$ cat config.mk
export PLATFORM = sky130hd
export DESIGN_NAME = first_fit_page_allocator
export DESIGN_NICKNAME = d
export VERILOG_FILES = /design/src/rtl/fpa_pkg.sv /design/src/rtl/first_fit_page_allocator.sv /design/src/rtl/fpa_table.sv /design/src/rtl/fpa_mac.sv
export SDC_FILE = /design/constraint.sdc
export NUM_CORES = 1
export LEC_CHECK = 0
export BUFFER_PORTS_ARGS = -buffer_cell sky130_fd_sc_hd__buf_2
export CAP_MARGIN = 30
export CORE_MARGIN = 2
export CORE_UTILIZATION = 47
export DETAILED_ROUTE_END_ITERATION = 8
export GPL_TIMING_DRIVEN = 0
export PLACE_DENSITY = 0.7
export SLEW_MARGIN = 20
export SYNTH_ARGS = -nofsm -noshare
export SYNTH_HDL_FRONTEND = slang
export SYNTH_HIERARCHICAL = 1
export SYNTH_SLANG_ARGS = --single-unit
$ cat constraint.sdc
create_clock -name clk -period 7.55 [get_ports clk]
set_input_delay 1.1325 -clock clk [delete_from_list [all_inputs] [get_ports clk]]
set_output_delay 1.1325 -clock clk [all_outputs]
set_load 0.01 [all_outputs]
$ cat src/rtl/fpa_pkg.sv
// ----------------------------------------------------------------------------
// fpa_pkg
// Types, codes and reset constants shared by the page allocator files.
// ----------------------------------------------------------------------------
package fpa_pkg;

	localparam int NUM_PAGES_DEF = 64;

	localparam int PS_W      = 16;
	localparam int PIU_W     = 7;
	localparam int REQ_W     = 22;
	localparam int PG_W      = 6;
	localparam int CNT_W     = 7;
	localparam int CFG_IDX_W = 2;
	localparam int PROD_W    = PIU_W + PS_W;
	localparam int SUM_W     = REQ_W + 2;

	localparam logic [PS_W-1:0]  PAGE_SIZE_RST = 16'd4096;
	localparam logic [PIU_W-1:0] PAGES_RST     = 7'd64;
	localparam logic [REQ_W-1:0] BYTES_MAX     = 22'h3F_FFFF;

	localparam logic [CFG_IDX_W-1:0] REG_PAGE_SIZE    = 2'd0;
	localparam logic [CFG_IDX_W-1:0] REG_PAGES_IN_USE = 2'd1;

	localparam logic ACT_ALLOC = 1'b0;
	localparam logic ACT_FREE  = 1'b1;

	typedef enum logic [1:0] {
		ST_GRANTED  = 2'd0,
		ST_NO_SPACE = 2'd1,
		ST_FREED    = 2'd2,
		ST_IGNORED  = 2'd3
	} status_t;

	typedef enum logic [3:0] {
		S_CLEAR,
		S_IDLE,
		S_CHECK,
		S_SCAN,
		S_MARK,
		S_FREE_CHK,
		S_FREE_CLR,
		S_DONE
	} state_t;

	typedef struct packed {
		logic [CNT_W-1:0] run_len;
		logic             used;
	} page_entry_t;

endpackage

$ cat src/rtl/first_fit_page_allocator.sv
// ----------------------------------------------------------------------------
// first_fit_page_allocator
// First-fit contiguous page allocator over a page table held in memory.
// ----------------------------------------------------------------------------
// After reset the block sweeps the page table clear, one page a cycle, and
// takes no item until that is done. An allocate first checks the free byte
// count, then scans pages from page 0 up to the end of the first run that
// fits (at most min(pages_in_use, NUM_PAGES) pages), then marks the pages of
// that run; a refused request skips the scan. A free reads the start page,
// then releases its pages one by one. Every item then passes its result to
// the output register, and waits while that register still holds a stalled
// result. The single page table port pair and the shared multiplier make
// these steps run one after another. A finished result waits in an output
// register, so the next item can be taken while the previous result is
// still pending.
// ----------------------------------------------------------------------------
module first_fit_page_allocator #(
	parameter int NUM_PAGES = fpa_pkg::NUM_PAGES_DEF
) (
	input  logic                            clk,
	input  logic                            arst_n,
	input  logic                            cfg_valid,
	output logic                            cfg_ready,
	input  logic [fpa_pkg::CFG_IDX_W-1:0]   cfg_index,
	input  logic [fpa_pkg::PS_W-1:0]        cfg_data,
	input  logic                            in_valid,
	output logic                            in_ready,
	input  logic                            action,
	input  logic [fpa_pkg::REQ_W-1:0]       request_bytes,
	input  logic [fpa_pkg::PG_W-1:0]        free_page,
	output logic                            out_valid,
	input  logic                            out_ready,
	output logic [1:0]                      status,
	output logic [fpa_pkg::PG_W-1:0]        start_page,
	output logic [fpa_pkg::CNT_W-1:0]       page_count,
	output logic [fpa_pkg::REQ_W-1:0]       bytes_used_after
);
	import fpa_pkg::*;

	localparam int PW = $clog2(NUM_PAGES);
	localparam int LW = (PW + 1 > PIU_W) ? PW + 1 : PIU_W;
	localparam logic [LW-1:0] LAST_PAGE = LW'(NUM_PAGES - 1);
	localparam logic [LW-1:0] NPAGES    = LW'(NUM_PAGES);

	state_t state_q, state_d;

	logic [PS_W-1:0]  page_size_q;
	logic [PIU_W-1:0] pages_in_use_q;

	logic [LW-1:0]    idx_q, idx_d;
	logic [LW-1:0]    rd_q, rd_d;
	logic             pend_q, pend_d;
	logic [SUM_W-1:0] sum_q, sum_d;
	logic [LW-1:0]    start_q, start_d;
	logic [CNT_W-1:0] cnt_q, cnt_d;
	logic [LW-1:0]    limit_q, limit_d;
	logic [LW-1:0]    mark_q, mark_d;
	logic [CNT_W-1:0] rem_q, rem_d;
	logic [REQ_W-1:0] req_q, req_d;
	logic [PG_W-1:0]  fp_q, fp_d;
	logic [REQ_W-1:0] biu_q, biu_d;

	status_t          res_status_q, res_status_d;
	logic [PG_W-1:0]  res_start_q, res_start_d;
	logic [CNT_W-1:0] res_cnt_q, res_cnt_d;

	logic             out_valid_q, out_valid_d;
	status_t          out_status_q, out_status_d;
	logic [PG_W-1:0]  out_start_q, out_start_d;
	logic [CNT_W-1:0] out_cnt_q, out_cnt_d;
	logic [REQ_W-1:0] out_bytes_q, out_bytes_d;

	// page table and multiplier ports
	logic             tbl_we;
	logic [PW-1:0]    tbl_waddr;
	page_entry_t      tbl_wdata;
	logic [PW-1:0]    tbl_raddr;
	page_entry_t      tbl_rdata;
	logic             mac_en;
	logic [PIU_W-1:0] mac_a;
	logic [PROD_W-1:0] mac_p;

	logic [LW-1:0]    limit_cfg;
	logic [SUM_W-1:0] sum_new;
	logic             issue;
	logic [REQ_W+2:0] add_full;
	logic [REQ_W-1:0] biu_add;
	logic [PROD_W-1:0] biu_sub_full;
	logic [REQ_W-1:0] biu_sub;
	logic [SUM_W-1:0] need;

	fpa_table #(.DEPTH(NUM_PAGES), .AW(PW)) u_table (
		.clk   (clk),
		.we    (tbl_we),
		.waddr (tbl_waddr),
		.wdata (tbl_wdata),
		.raddr (tbl_raddr),
		.rdata (tbl_rdata)
	);

	fpa_mac u_mac (
		.clk (clk),
		.en  (mac_en),
		.a   (mac_a),
		.b   (page_size_q),
		.p   (mac_p)
	);

	assign cfg_ready = 1'b1;

	always_ff @(posedge clk or negedge arst_n) begin
		if (!arst_n) begin
			page_size_q    <= PAGE_SIZE_RST;
			pages_in_use_q <= PAGES_RST;
		end else if (cfg_valid) begin
			case (cfg_index)
				REG_PAGE_SIZE:    page_size_q    <= cfg_data;
				REG_PAGES_IN_USE: pages_in_use_q <= cfg_data[PIU_W-1:0];
				default: ;
			endcase
		end
	end

	assign limit_cfg = (LW'(pages_in_use_q) < NPAGES) ? LW'(pages_in_use_q) : NPAGES;
	assign sum_new   = sum_q + SUM_W'(page_size_q);
	assign issue     = idx_q < limit_q;
	assign need      = SUM_W'(biu_q) + SUM_W'(req_q);

	// saturate the byte total both ways
	assign add_full     = (REQ_W+3)'(biu_q) + (REQ_W+3)'(sum_q);
	assign biu_add      = (add_full > (REQ_W+3)'(BYTES_MAX)) ? BYTES_MAX
	                                                         : add_full[REQ_W-1:0];
	assign biu_sub_full = PROD_W'(biu_q) - mac_p;
	assign biu_sub      = (mac_p > PROD_W'(biu_q)) ? '0 : biu_sub_full[REQ_W-1:0];

	always_comb begin
		state_d      = state_q;
		idx_d        = idx_q;
		rd_d         = rd_q;
		pend_d       = pend_q;
		sum_d        = sum_q;
		start_d      = start_q;
		cnt_d        = cnt_q;
		limit_d      = limit_q;
		mark_d       = mark_q;
		rem_d        = rem_q;
		req_d        = req_q;
		fp_d         = fp_q;
		biu_d        = biu_q;
		res_status_d = res_status_q;
		res_start_d  = res_start_q;
		res_cnt_d    = res_cnt_q;
		out_valid_d  = out_valid_q;
		out_status_d = out_status_q;
		out_start_d  = out_start_q;
		out_cnt_d    = out_cnt_q;
		out_bytes_d  = out_bytes_q;

		in_ready  = 1'b0;
		tbl_we    = 1'b0;
		tbl_waddr = mark_q[PW-1:0];
		tbl_wdata = '0;
		tbl_raddr = PW'(free_page);
		mac_en    = 1'b0;
		mac_a     = limit_cfg[PIU_W-1:0];

		if (out_valid_q && out_ready) begin
			out_valid_d = 1'b0;
		end

		case (state_q)
			S_CLEAR: begin
				tbl_we = 1'b1;
				mark_d = mark_q + 1'b1;
				if (mark_q == LAST_PAGE) begin
					state_d = S_IDLE;
				end
			end

			S_IDLE: begin
				in_ready = 1'b1;
				if (in_valid) begin
					req_d = request_bytes;
					fp_d  = free_page;
					if (action == ACT_ALLOC) begin
						mac_en  = 1'b1;
						limit_d = limit_cfg;
						state_d = S_CHECK;
					end else if (LW'(free_page) >= NPAGES) begin
						res_status_d = ST_IGNORED;
						res_start_d  = free_page;
						res_cnt_d    = '0;
						state_d      = S_DONE;
					end else begin
						state_d = S_FREE_CHK;
					end
				end
			end

			S_CHECK: begin
				idx_d   = '0;
				pend_d  = 1'b0;
				sum_d   = '0;
				start_d = '0;
				cnt_d   = '0;
				// an empty request always fits the free byte count
				if ((need <= SUM_W'(mac_p) || req_q == '0) && limit_q != '0) begin
					state_d = S_SCAN;
				end else begin
					res_status_d = ST_NO_SPACE;
					res_start_d  = '0;
					res_cnt_d    = '0;
					state_d      = S_DONE;
				end
			end

			S_SCAN: begin
				// read one page ahead, judge the page read last cycle
				tbl_raddr = idx_q[PW-1:0];
				rd_d      = idx_q;
				pend_d    = issue;
				if (issue) begin
					idx_d = idx_q + 1'b1;
				end
				if (pend_q) begin
					if (tbl_rdata.used) begin
						cnt_d   = '0;
						sum_d   = '0;
						start_d = rd_q + 1'b1;
					end else begin
						sum_d = sum_new;
						cnt_d = cnt_q + 1'b1;
						if (sum_new >= SUM_W'(req_q)) begin
							mark_d  = start_q;
							rem_d   = cnt_q + 1'b1;
							state_d = S_MARK;
						end
					end
				end else if (!issue) begin
					res_status_d = ST_NO_SPACE;
					res_start_d  = '0;
					res_cnt_d    = '0;
					state_d      = S_DONE;
				end
			end

			S_MARK: begin
				tbl_we            = 1'b1;
				tbl_wdata.used    = 1'b1;
				tbl_wdata.run_len = (mark_q == start_q) ? cnt_q : '0;
				mark_d            = mark_q + 1'b1;
				rem_d             = rem_q - 1'b1;
				if (rem_q == CNT_W'(1)) begin
					biu_d        = biu_add;
					res_status_d = ST_GRANTED;
					res_start_d  = start_q[PG_W-1:0];
					res_cnt_d    = cnt_q;
					state_d      = S_DONE;
				end
			end

			S_FREE_CHK: begin
				mac_a = tbl_rdata.run_len;
				if (tbl_rdata.run_len == '0) begin
					res_status_d = ST_IGNORED;
					res_start_d  = fp_q;
					res_cnt_d    = '0;
					state_d      = S_DONE;
				end else begin
					mac_en  = 1'b1;
					rem_d   = tbl_rdata.run_len;
					cnt_d   = tbl_rdata.run_len;
					mark_d  = LW'(fp_q);
					state_d = S_FREE_CLR;
				end
			end

			S_FREE_CLR: begin
				// clearing the start page drops its run length as well
				tbl_we = 1'b1;
				mark_d = mark_q + 1'b1;
				rem_d  = rem_q - 1'b1;
				if (rem_q == CNT_W'(1) || mark_q == LAST_PAGE) begin
					biu_d        = biu_sub;
					res_status_d = ST_FREED;
					res_start_d  = fp_q;
					res_cnt_d    = cnt_q;
					state_d      = S_DONE;
				end
			end

			S_DONE: begin
				if (!out_valid_q || out_ready) begin
					out_valid_d  = 1'b1;
					out_status_d = res_status_q;
					out_start_d  = res_start_q;
					out_cnt_d    = res_cnt_q;
					out_bytes_d  = biu_q;
					state_d      = S_IDLE;
				end
			end

			default: begin
				state_d = S_IDLE;
			end
		endcase
	end

	always_ff @(posedge clk or negedge arst_n) begin
		if (!arst_n) begin
			state_q     <= S_CLEAR;
			mark_q      <= '0;
			pend_q      <= 1'b0;
			biu_q       <= '0;
			out_valid_q <= 1'b0;
		end else begin
			state_q     <= state_d;
			mark_q      <= mark_d;
			pend_q      <= pend_d;
			biu_q       <= biu_d;
			out_valid_q <= out_valid_d;
		end
	end

	always_ff @(posedge clk) begin
		idx_q        <= idx_d;
		rd_q         <= rd_d;
		sum_q        <= sum_d;
		start_q      <= start_d;
		cnt_q        <= cnt_d;
		limit_q      <= limit_d;
		rem_q        <= rem_d;
		req_q        <= req_d;
		fp_q         <= fp_d;
		res_status_q <= res_status_d;
		res_start_q  <= res_start_d;
		res_cnt_q    <= res_cnt_d;
		out_status_q <= out_status_d;
		out_start_q  <= out_start_d;
		out_cnt_q    <= out_cnt_d;
		out_bytes_q  <= out_bytes_d;
	end

	assign out_valid        = out_valid_q;
	assign status           = out_status_q;
	assign start_page       = out_start_q;
	assign page_count       = out_cnt_q;
	assign bytes_used_after = out_bytes_q;

endmodule

$ cat src/rtl/fpa_table.sv
// ----------------------------------------------------------------------------
// fpa_table
// Page table memory: one write port, one read port with registered data.
// ----------------------------------------------------------------------------
module fpa_table #(
	parameter int DEPTH = fpa_pkg::NUM_PAGES_DEF,
	parameter int AW    = $clog2(fpa_pkg::NUM_PAGES_DEF)
) (
	input  logic                  clk,
	input  logic                  we,
	input  logic [AW-1:0]         waddr,
	input  fpa_pkg::page_entry_t  wdata,
	input  logic [AW-1:0]         raddr,
	output fpa_pkg::page_entry_t  rdata
);
	import fpa_pkg::*;

	page_entry_t mem [DEPTH];
	page_entry_t rdata_q;

	always_ff @(posedge clk) begin
		if (we) begin
			mem[waddr] <= wdata;
		end
	end

	always_ff @(posedge clk) begin
		rdata_q <= mem[raddr];
	end

	assign rdata = rdata_q;

endmodule

$ cat src/rtl/fpa_mac.sv
// ----------------------------------------------------------------------------
// fpa_mac
// Shared page-count by page-size multiplier with a registered product.
// ----------------------------------------------------------------------------
module fpa_mac (
	input  logic                         clk,
	input  logic                         en,
	input  logic [fpa_pkg::PIU_W-1:0]    a,
	input  logic [fpa_pkg::PS_W-1:0]     b,
	output logic [fpa_pkg::PROD_W-1:0]   p
);
	import fpa_pkg::*;

	logic [PROD_W-1:0] p_q;

	always_ff @(posedge clk) begin
		if (en) begin
			p_q <= PROD_W'(a) * PROD_W'(b);
		end
	end

	assign p = p_q;

endmodule

==> results of run 1 <==
## cells by family (layout without fill, tap and decap cells)
logic type,Yosys count,after routing,share of synthesized area
flops,746,746,0.568
simple gates,740,740,0.0945
compound gates,497,497,0.0871
buf+inv,295,540,0.0319
fa+ha+maj,274,274,0.102
mux,182,182,0.0908
xor+xnor,113,113,0.0255
other cells,1,2,0.0000966
## cells in the mapped netlist (all sizes together) (8+ instances only)
master,n,area share
a211oi,28,0.0058
a21o,62,0.012
buf,38,0.0071
a21oi,111,0.014
dfrtp,55,0.035
inv,191,0.018
edfxtp,681,0.53
nand2b,19,0.0031
o31ai,24,0.0046
nand4,23,0.0037
o221ai,11,0.0025
o211ai,11,0.0021
a31oi,17,0.0027
nor2b,39,0.0063
dfxtp,8,0.0041
nand3b,8,0.0015
a22oi,22,0.0043
clkbuf,65,0.0063
nand2,187,0.018
o21ai,83,0.011
mux2i,13,0.0034
o22ai,20,0.0032
xnor2,72,0.016
nor3,34,0.0044
nor3b,9,0.0020
ha,201,0.065
a221oi,9,0.0020
nand3,54,0.0070
nor4,17,0.0027
and3,24,0.0039
a22o,9,0.0020
xor2,41,0.0093
o21a,22,0.0043
nor2,180,0.017
mux4,129,0.076
mux2,40,0.012
and2,121,0.020
fa,73,0.038
## cell type report
type,count,area [um2],share of cell area
sequential,746,22000,0.507
multi-input combinational,1807,15600,0.359
clock buffer,101,2080,0.0478
tap,1070,1340,0.0308
inverter,192,721,0.0166
timing repair buffer,103,679,0.0156
clock inverter,42,520,0.0120
buffer,102,519,0.0119
antenna,1,2.50,0.0000575
## power by group
part	switching [mW]	internal [mW]
logic	5.03	3.27
registers	0.569	5.30
clock network	1.68	2.16
## state kept, by name (all words and copies together), names as in the netlist, 8 cells and up
register	cells
biu_q	22
sum_q	24
page_size_q	16
u_table/rdata	8
req_q	22
u_mac/p	23
u_table/mem	512
bytes_used_after	22
## worst paths after layout
path / from / endpoint / slack, ns
min in group clk: res_status_q[0] / status[0] / 0.40
max in group asynchronous: arst_n / page_size_q[12] / 6.62
hold / removal: arst_n / mark_q[3] / 0.30
hold reg to reg: res_status_q[0] / status[0] / 0.40
setup reg to reg: state_q[0] / u_mac/p[22] / 0.49
setup / recovery: state_q[0] / u_mac/p[22] / 0.49
## critical path, cell delays in order (launching register included)
cell and delay (ns):
dfrtp_1 0.32, clkbuf_1 0.37, nor2b_1 0.38, and2_1 0.48, clkbuf_2 0.36, nand2_1 0.18
nand2_1 0.35, clkbuf_1 0.44, and2_1 0.24, fa_1 0.46, fa_1 0.52, fa_1 0.54
inv_1 0.06, fa_1 0.54, inv_1 0.04, ha_1 0.39, a21oi_1 0.15, o21ai_0 0.12
and3_1 0.21, nand3b_1 0.26, a211oi_2 0.29, xnor2_1 0.10
## through the flow
| stage | instances | hold slack, ns |
|---|---|---|
| after CTS | 4164 | 0.280 |
| final | 4164 | 0.304 |
| after floorplan | 2848 | 0.400 |
| after global routing | 4163 | 0.295 |
| after global placement | 4008 | 0.402 |
| after detailed placement | 4021 | 0.405 |
## routing by layer
metal  part of all wire  vias to the layer above  wire (um)  global-route usage
li1                   -                    11100          -                   -
met1               0.41                    12500      41700               0.324
met2               0.47                     1130      47000               0.380
met3              0.089                      170       8970              0.0434
met4              0.029                        0       2930              0.0710
met5                  0                        -          0                   0
==> impl_results.md, run 1 <==
* Port Buffer Count at 90
* CTS Root Cell: clkbuf_16
* Rel. slew slack at 0.314
* DRC at 0
* Post-CTS sizing at 0
* Most frequent cells in the layout: edfxtp_1 (681), ha_1 (201), inv_1 (191), nand2_1 (187), nor2_1 (178)
* Maximum clock rate at 142 MHz
* Drt total wl at roughly 100 mm
* Final TNS setup at 0 ns
* Worst clock skew at about 0.047 ns
* Initial antenna violation count at 0
* Tmin final at 7.06 ns
* DR vias at 24,900
* FP Rows at 105
* Mapped Cells at 2,848
* Cells on worst reg2reg path at 21
* DP Area at between 40,000 and 50,000 um2
* Post-synth cell types at 89
* Peak supply drop at between 0.2 and 0.25 mV
* Max Slew Vio Count at 0
* Gr usage total at 0.235
* Die X at 291 um
* Design Area, Final at roughly 43,000 um2
* H-tree levels at 3
* Post-CTS setup buffers at 0
* YS warnings at 6
* Filler Cell Count at between 6,000 and 7,000
* Min-Delay Path Class: input port to asynchronous set/reset pin
* CTS Buffer Depth at 3
* # IOs at 92
* Final hold vios at 0
* Area delta synth->final at 12.1%
* Status: finished clean
* Register area share after synthesis at 0.568
* Placeable core area at slightly above 80,000 um2
* Overall Power at 18.0 mW
* Clock Latency Late Sink at 0.66 ns
* Net count of the finished layout at 3,357
* Avg Cell Area, Syn at 13.6 um2
* Die area at 84,900 um2
* Maxcap violations at 0
* First-pass GRT wire length at ~150 mm
* Post-layout util at 0.531
* Pwr/cell area at 414 nW/um2
* Ys flop type: edfxtp_1
* Final worst slack at 0.487 ns
* Placer Congestion at 0.946
* TritonCTS Buffers at 79
* Initial Util at 0.474
* Period utilisation layout at 0.936
* Clock transition at the registers of the reported paths at roughly 0.060 ns
* Avg WL per Cell at roughly 24 um
* Unrepaired setup endpoints after global routing: no
* CTS sink cnt at 746
* Crit path DAT at around 7.5 ns
* Post-Syn Nets at 3,174
* DR vias/cell at 5.98
* FF+latch count, synth at ~750
* Worst Path Required at 7.94 ns
* CTS tree: done
* First-pass DRT Iterations at 6
* Hold buffers post-CTS at 0
* Startpoint Class: flop
* Async S/R FF share, synth at 0.0764
* Share of post-route cells with drive strength above 1 at 0.144
* Crit Path Max Fanout at 10
* Antenna Nets Post-Route at 0
* Commonest non-fill, non-tap cell in the layout: edfxtp_1
* Final Setup Violations at 0
* Synthesized cell area at 38,800 um2
* Vias in the first global route at 24,500
* CP Class: flop to flop
* Largest net degree at the start of global routing at 65
* Drt initial violations at between 2,000 and 3,000
* Die Y at 291 um
* Pre-CTS setup slack at roughly 0.25 ns
* Global route overflow at 0
* EDFF count, synth at 681
* DP Wirelength at 72.4 mm
* Worst slew pin tran at just over 1 ns
* Leakage at 17.3 nW
* Setup crit end kind: flop
(Power assumes the default switching activity.)
==> inputs of run 2 (changes only) <==
--- a/config.mk
+++ b/config.mk
@@ -9,2 +9,4 @@
 export CAP_MARGIN = 30
+export CELL_PAD_IN_SITES_DETAIL_PLACEMENT = 0
+export CELL_PAD_IN_SITES_GLOBAL_PLACEMENT = 1
 export CORE_MARGIN = 2
@@ -13,3 +15,3 @@
 export GPL_TIMING_DRIVEN = 0
-export PLACE_DENSITY = 0.7
+export PLACE_DENSITY = 0.79
 export SLEW_MARGIN = 20
==> constraint.sdc (replaced) <==
create_clock -name clk -period 7.55 [get_ports clk]
set_input_delay 0.3775 -clock clk [delete_from_list [all_inputs] [get_ports clk]]
set_output_delay 0.3775 -clock clk [all_outputs]
set_load 0.01 [all_outputs]
==> impl_results.md, run 2 (synthesis gave the netlist of run 1 again) <==
* Status: finished clean
* DR vias at 25,200 (+1.3%)
* Min-Delay Path Class: input port to flop
* Worst Path Required at 7.94 ns (about the same)
* Die area at 84,900 um2 (unchanged)
* Port Buffer Count at 90 (unchanged)
* Max Slew Vio Count at 0 (unchanged)
* Crit path DAT at 7.69 ns (+0.24 ns)
* DRC at 0 (unchanged)
* Filler Cell Count at 6,712 (+0.015%)
* Area delta synth->final at 13.7%
* # IOs at 92 (unchanged)
* Final Setup Violations at 0 (unchanged)
* Commonest non-fill, non-tap cell in the layout: edfxtp_1
* Initial Util at 0.474 (unchanged)
* Period utilisation layout at 0.968 (+0.0322)
* Final TNS setup at 0 ns (unchanged)
* Pwr/cell area at 415 nW/um2 (+0.22%)
* Maximum clock rate at 137 MHz (-3.3%)
* Post-Place Cells at 4,022 (+0.025%)
* Initial antenna violation count at 1 (+1)
* Share of post-route cells with drive strength above 1 at 0.147 (+0.00317)
* Unrepaired setup endpoints after global routing: no
* CTS tree: done
* H-tree levels at 3 (unchanged)
* Reg with most FFs: u_table/mem
* CTS Buffer Depth at 3 (unchanged)
* Top Family by Delay on Critical Path: adder cells
* Largest net degree at the start of global routing at 65 (unchanged)
* Max reg flops at 512 (unchanged)
* CP Class: flop to flop
* Worst clock skew at 0.0259 ns (-0.0215 ns)
* Drt initial violations at 2,595 (-5.5%)
* Most frequent cells in the layout: edfxtp_1 (681), ha_1 (201), inv_1 (191), nand2_1 (187), nor2_1 (178)
* Placer Congestion at 0.944 (-0.19%)
* Global route overflow at 0 (unchanged)
* Final hold vios at 0 (unchanged)
* Die X at 291 um (unchanged)
* Drt total wl at 106 mm (+5.4%)
* CTS Root Cell: clkbuf_16
* Crit Path Max Fanout at 10 (unchanged)
* First-pass DRT Iterations at 9 (+3)
* CP max-delay cell: fa_1
* DR vias/cell at 5.99 (+0.17%)
* Vias in the first global route at 25,300 (+3.3%)
* DP Wirelength at 78.3 mm (+8.2%)
* CTS sink cnt at 746 (unchanged)
* Peak supply drop at 0.233 mV (-1.2%)
* Post-route insts no fill at 4,213 (+1.2%)
* Overall Power at 18.3 mW (+1.7%)
* Maxcap violations at 0 (unchanged)
* Final worst slack at 0.244 ns (-0.243 ns)
* Design Area, Final at 44,100 um2 (+1.5%)
* DP Area at 41,000 um2 (+0.16%)
* Critical Path, Cell by Cell: clkbuf_1 > nor2b_1 > and2_1 > clkbuf_1 > clkbuf_2 > nand2_1 > nand2_1 > clkbuf_1 > and2_1 > fa_1 > fa_1 > fa_1 > inv_1 > fa_1 > inv_1 > ha_1 > a21oi_1 > o21ai_0 > a21o_1 > a211oi_2 > o21ai_0 > xor2_1
* Placeable core area at 82,000 um2 (unchanged)
* Setup crit end kind: flop
* Net count of the finished layout at 3,409 (+1.5%)
* First-pass GRT wire length at 158 mm (+5.1%)
* CP peak stage delay at 0.51 ns (-0.03 ns)
* Rel. slew slack at 0.337 (+0.0222)
* Leakage at 17.6 nW (+1.6%)
* Die Y at 291 um (unchanged)
* Startpoint Class: flop
* FP Rows at 105 (unchanged)
* Multi-input logic area at 15,600 um2 (unchanged)
* Worst slew pin tran at 0.991 ns (-0.0370 ns)
* Antenna Nets Post-Route at 0 (unchanged)
* TritonCTS Buffers at 80 (+1.3%)
* FF/Latch Area at 22,000 um2 (unchanged)
* Gr usage total at 0.249 (+0.0136)
* Avg WL per Cell at 25.2 um (+4.2%)
* Clock transition at the registers of the reported paths at 0.06 ns (about the same)
* Tmin final at 7.31 ns (+0.243 ns)
* Pre-CTS setup slack at 0.136 ns (-0.112 ns)
* Crit path buffers/inverters at 6 (+1)
* Clock Latency Late Sink at 0.67 ns (about the same)
* Crit path top cell by count: fa_1
[run 2: cell types whose count changed in the layout (fill, tap and decap cells not counted), sizes merged]
cell,change
buf,+5
bufinv,+3
clkbuf,+3
clkinv,-8
clkinvlp,+2
dlygate4sd3,+44
[run 2: final cells by class]
type,count,share of cell area
Sequential cell,746,0.499
Multi-Input combinational cell,1807,0.353
Clock buffer,102,0.0481
Tap cell,1070,0.0303
Timing Repair Buffer,153,0.0282
Inverter,192,0.0163
Clock inverter,39,0.0121
Buffer,103,0.0120
Antenna cell,1,0.0000567
[run 2: worst paths after layout]
| kind | from | endpoint | slack, ns | cells after the start |
|---|---|---|---|---|
| max in group asynchronous | arst_n | page_size_q[12] | 6.83 | 3 |
| min in group asynchronous | arst_n | mark_q[1] | 0.11 | 2 |
| min | cfg_data[15] | page_size_q[15] | 0.08 | 2 |
| max | state_q[0] | u_mac/p[17] | 0.24 | 22 |
| min reg2reg | res_start_q[3] | start_page[3] | 0.42 | 0 |
| max reg2reg | state_q[0] | u_mac/p[17] | 0.24 | 22 |
[run 2: repair_timing]
| item | 4_1_cts | 5_1_grt |
|---|---|---|
| hold buffers | 44 | 0 |
| setup endpoints to repair | 0 | 9 |
| hold endpoints to repair | 105 | 0 |
| gates resized for setup | 0 | 10 |
| setup buffers | 0 | 0 |
[run 2: where the power goes]
| group | internal, mW | total (mW) | switching (mW) |
|---|---|---|---|
| clock network | 2.29 | 3.95 | 1.66 |
| logic | 3.31 | 8.47 | 5.16 |
| registers | 5.30 | 5.89 | 0.593 |
[run 2: routing by layer]
layer,GRT usage,up-vias,routed length (um)
met1,0.345,12700,44600
met2,0.405,1108,50400
met4,0.0690,0,2740
met5,0,-,0
li1,-,11200,-
met3,0.0444,169,8300
[run 2: per-stage QoR]
stage,utilization,hold WS [ns]
CTS,0.537,0.0584
finish,0.538,0.0781
floorplan,-,0.0819
detailed placement,0.500,0.233
global placement,0.495,0.403
global route,0.538,0.0719
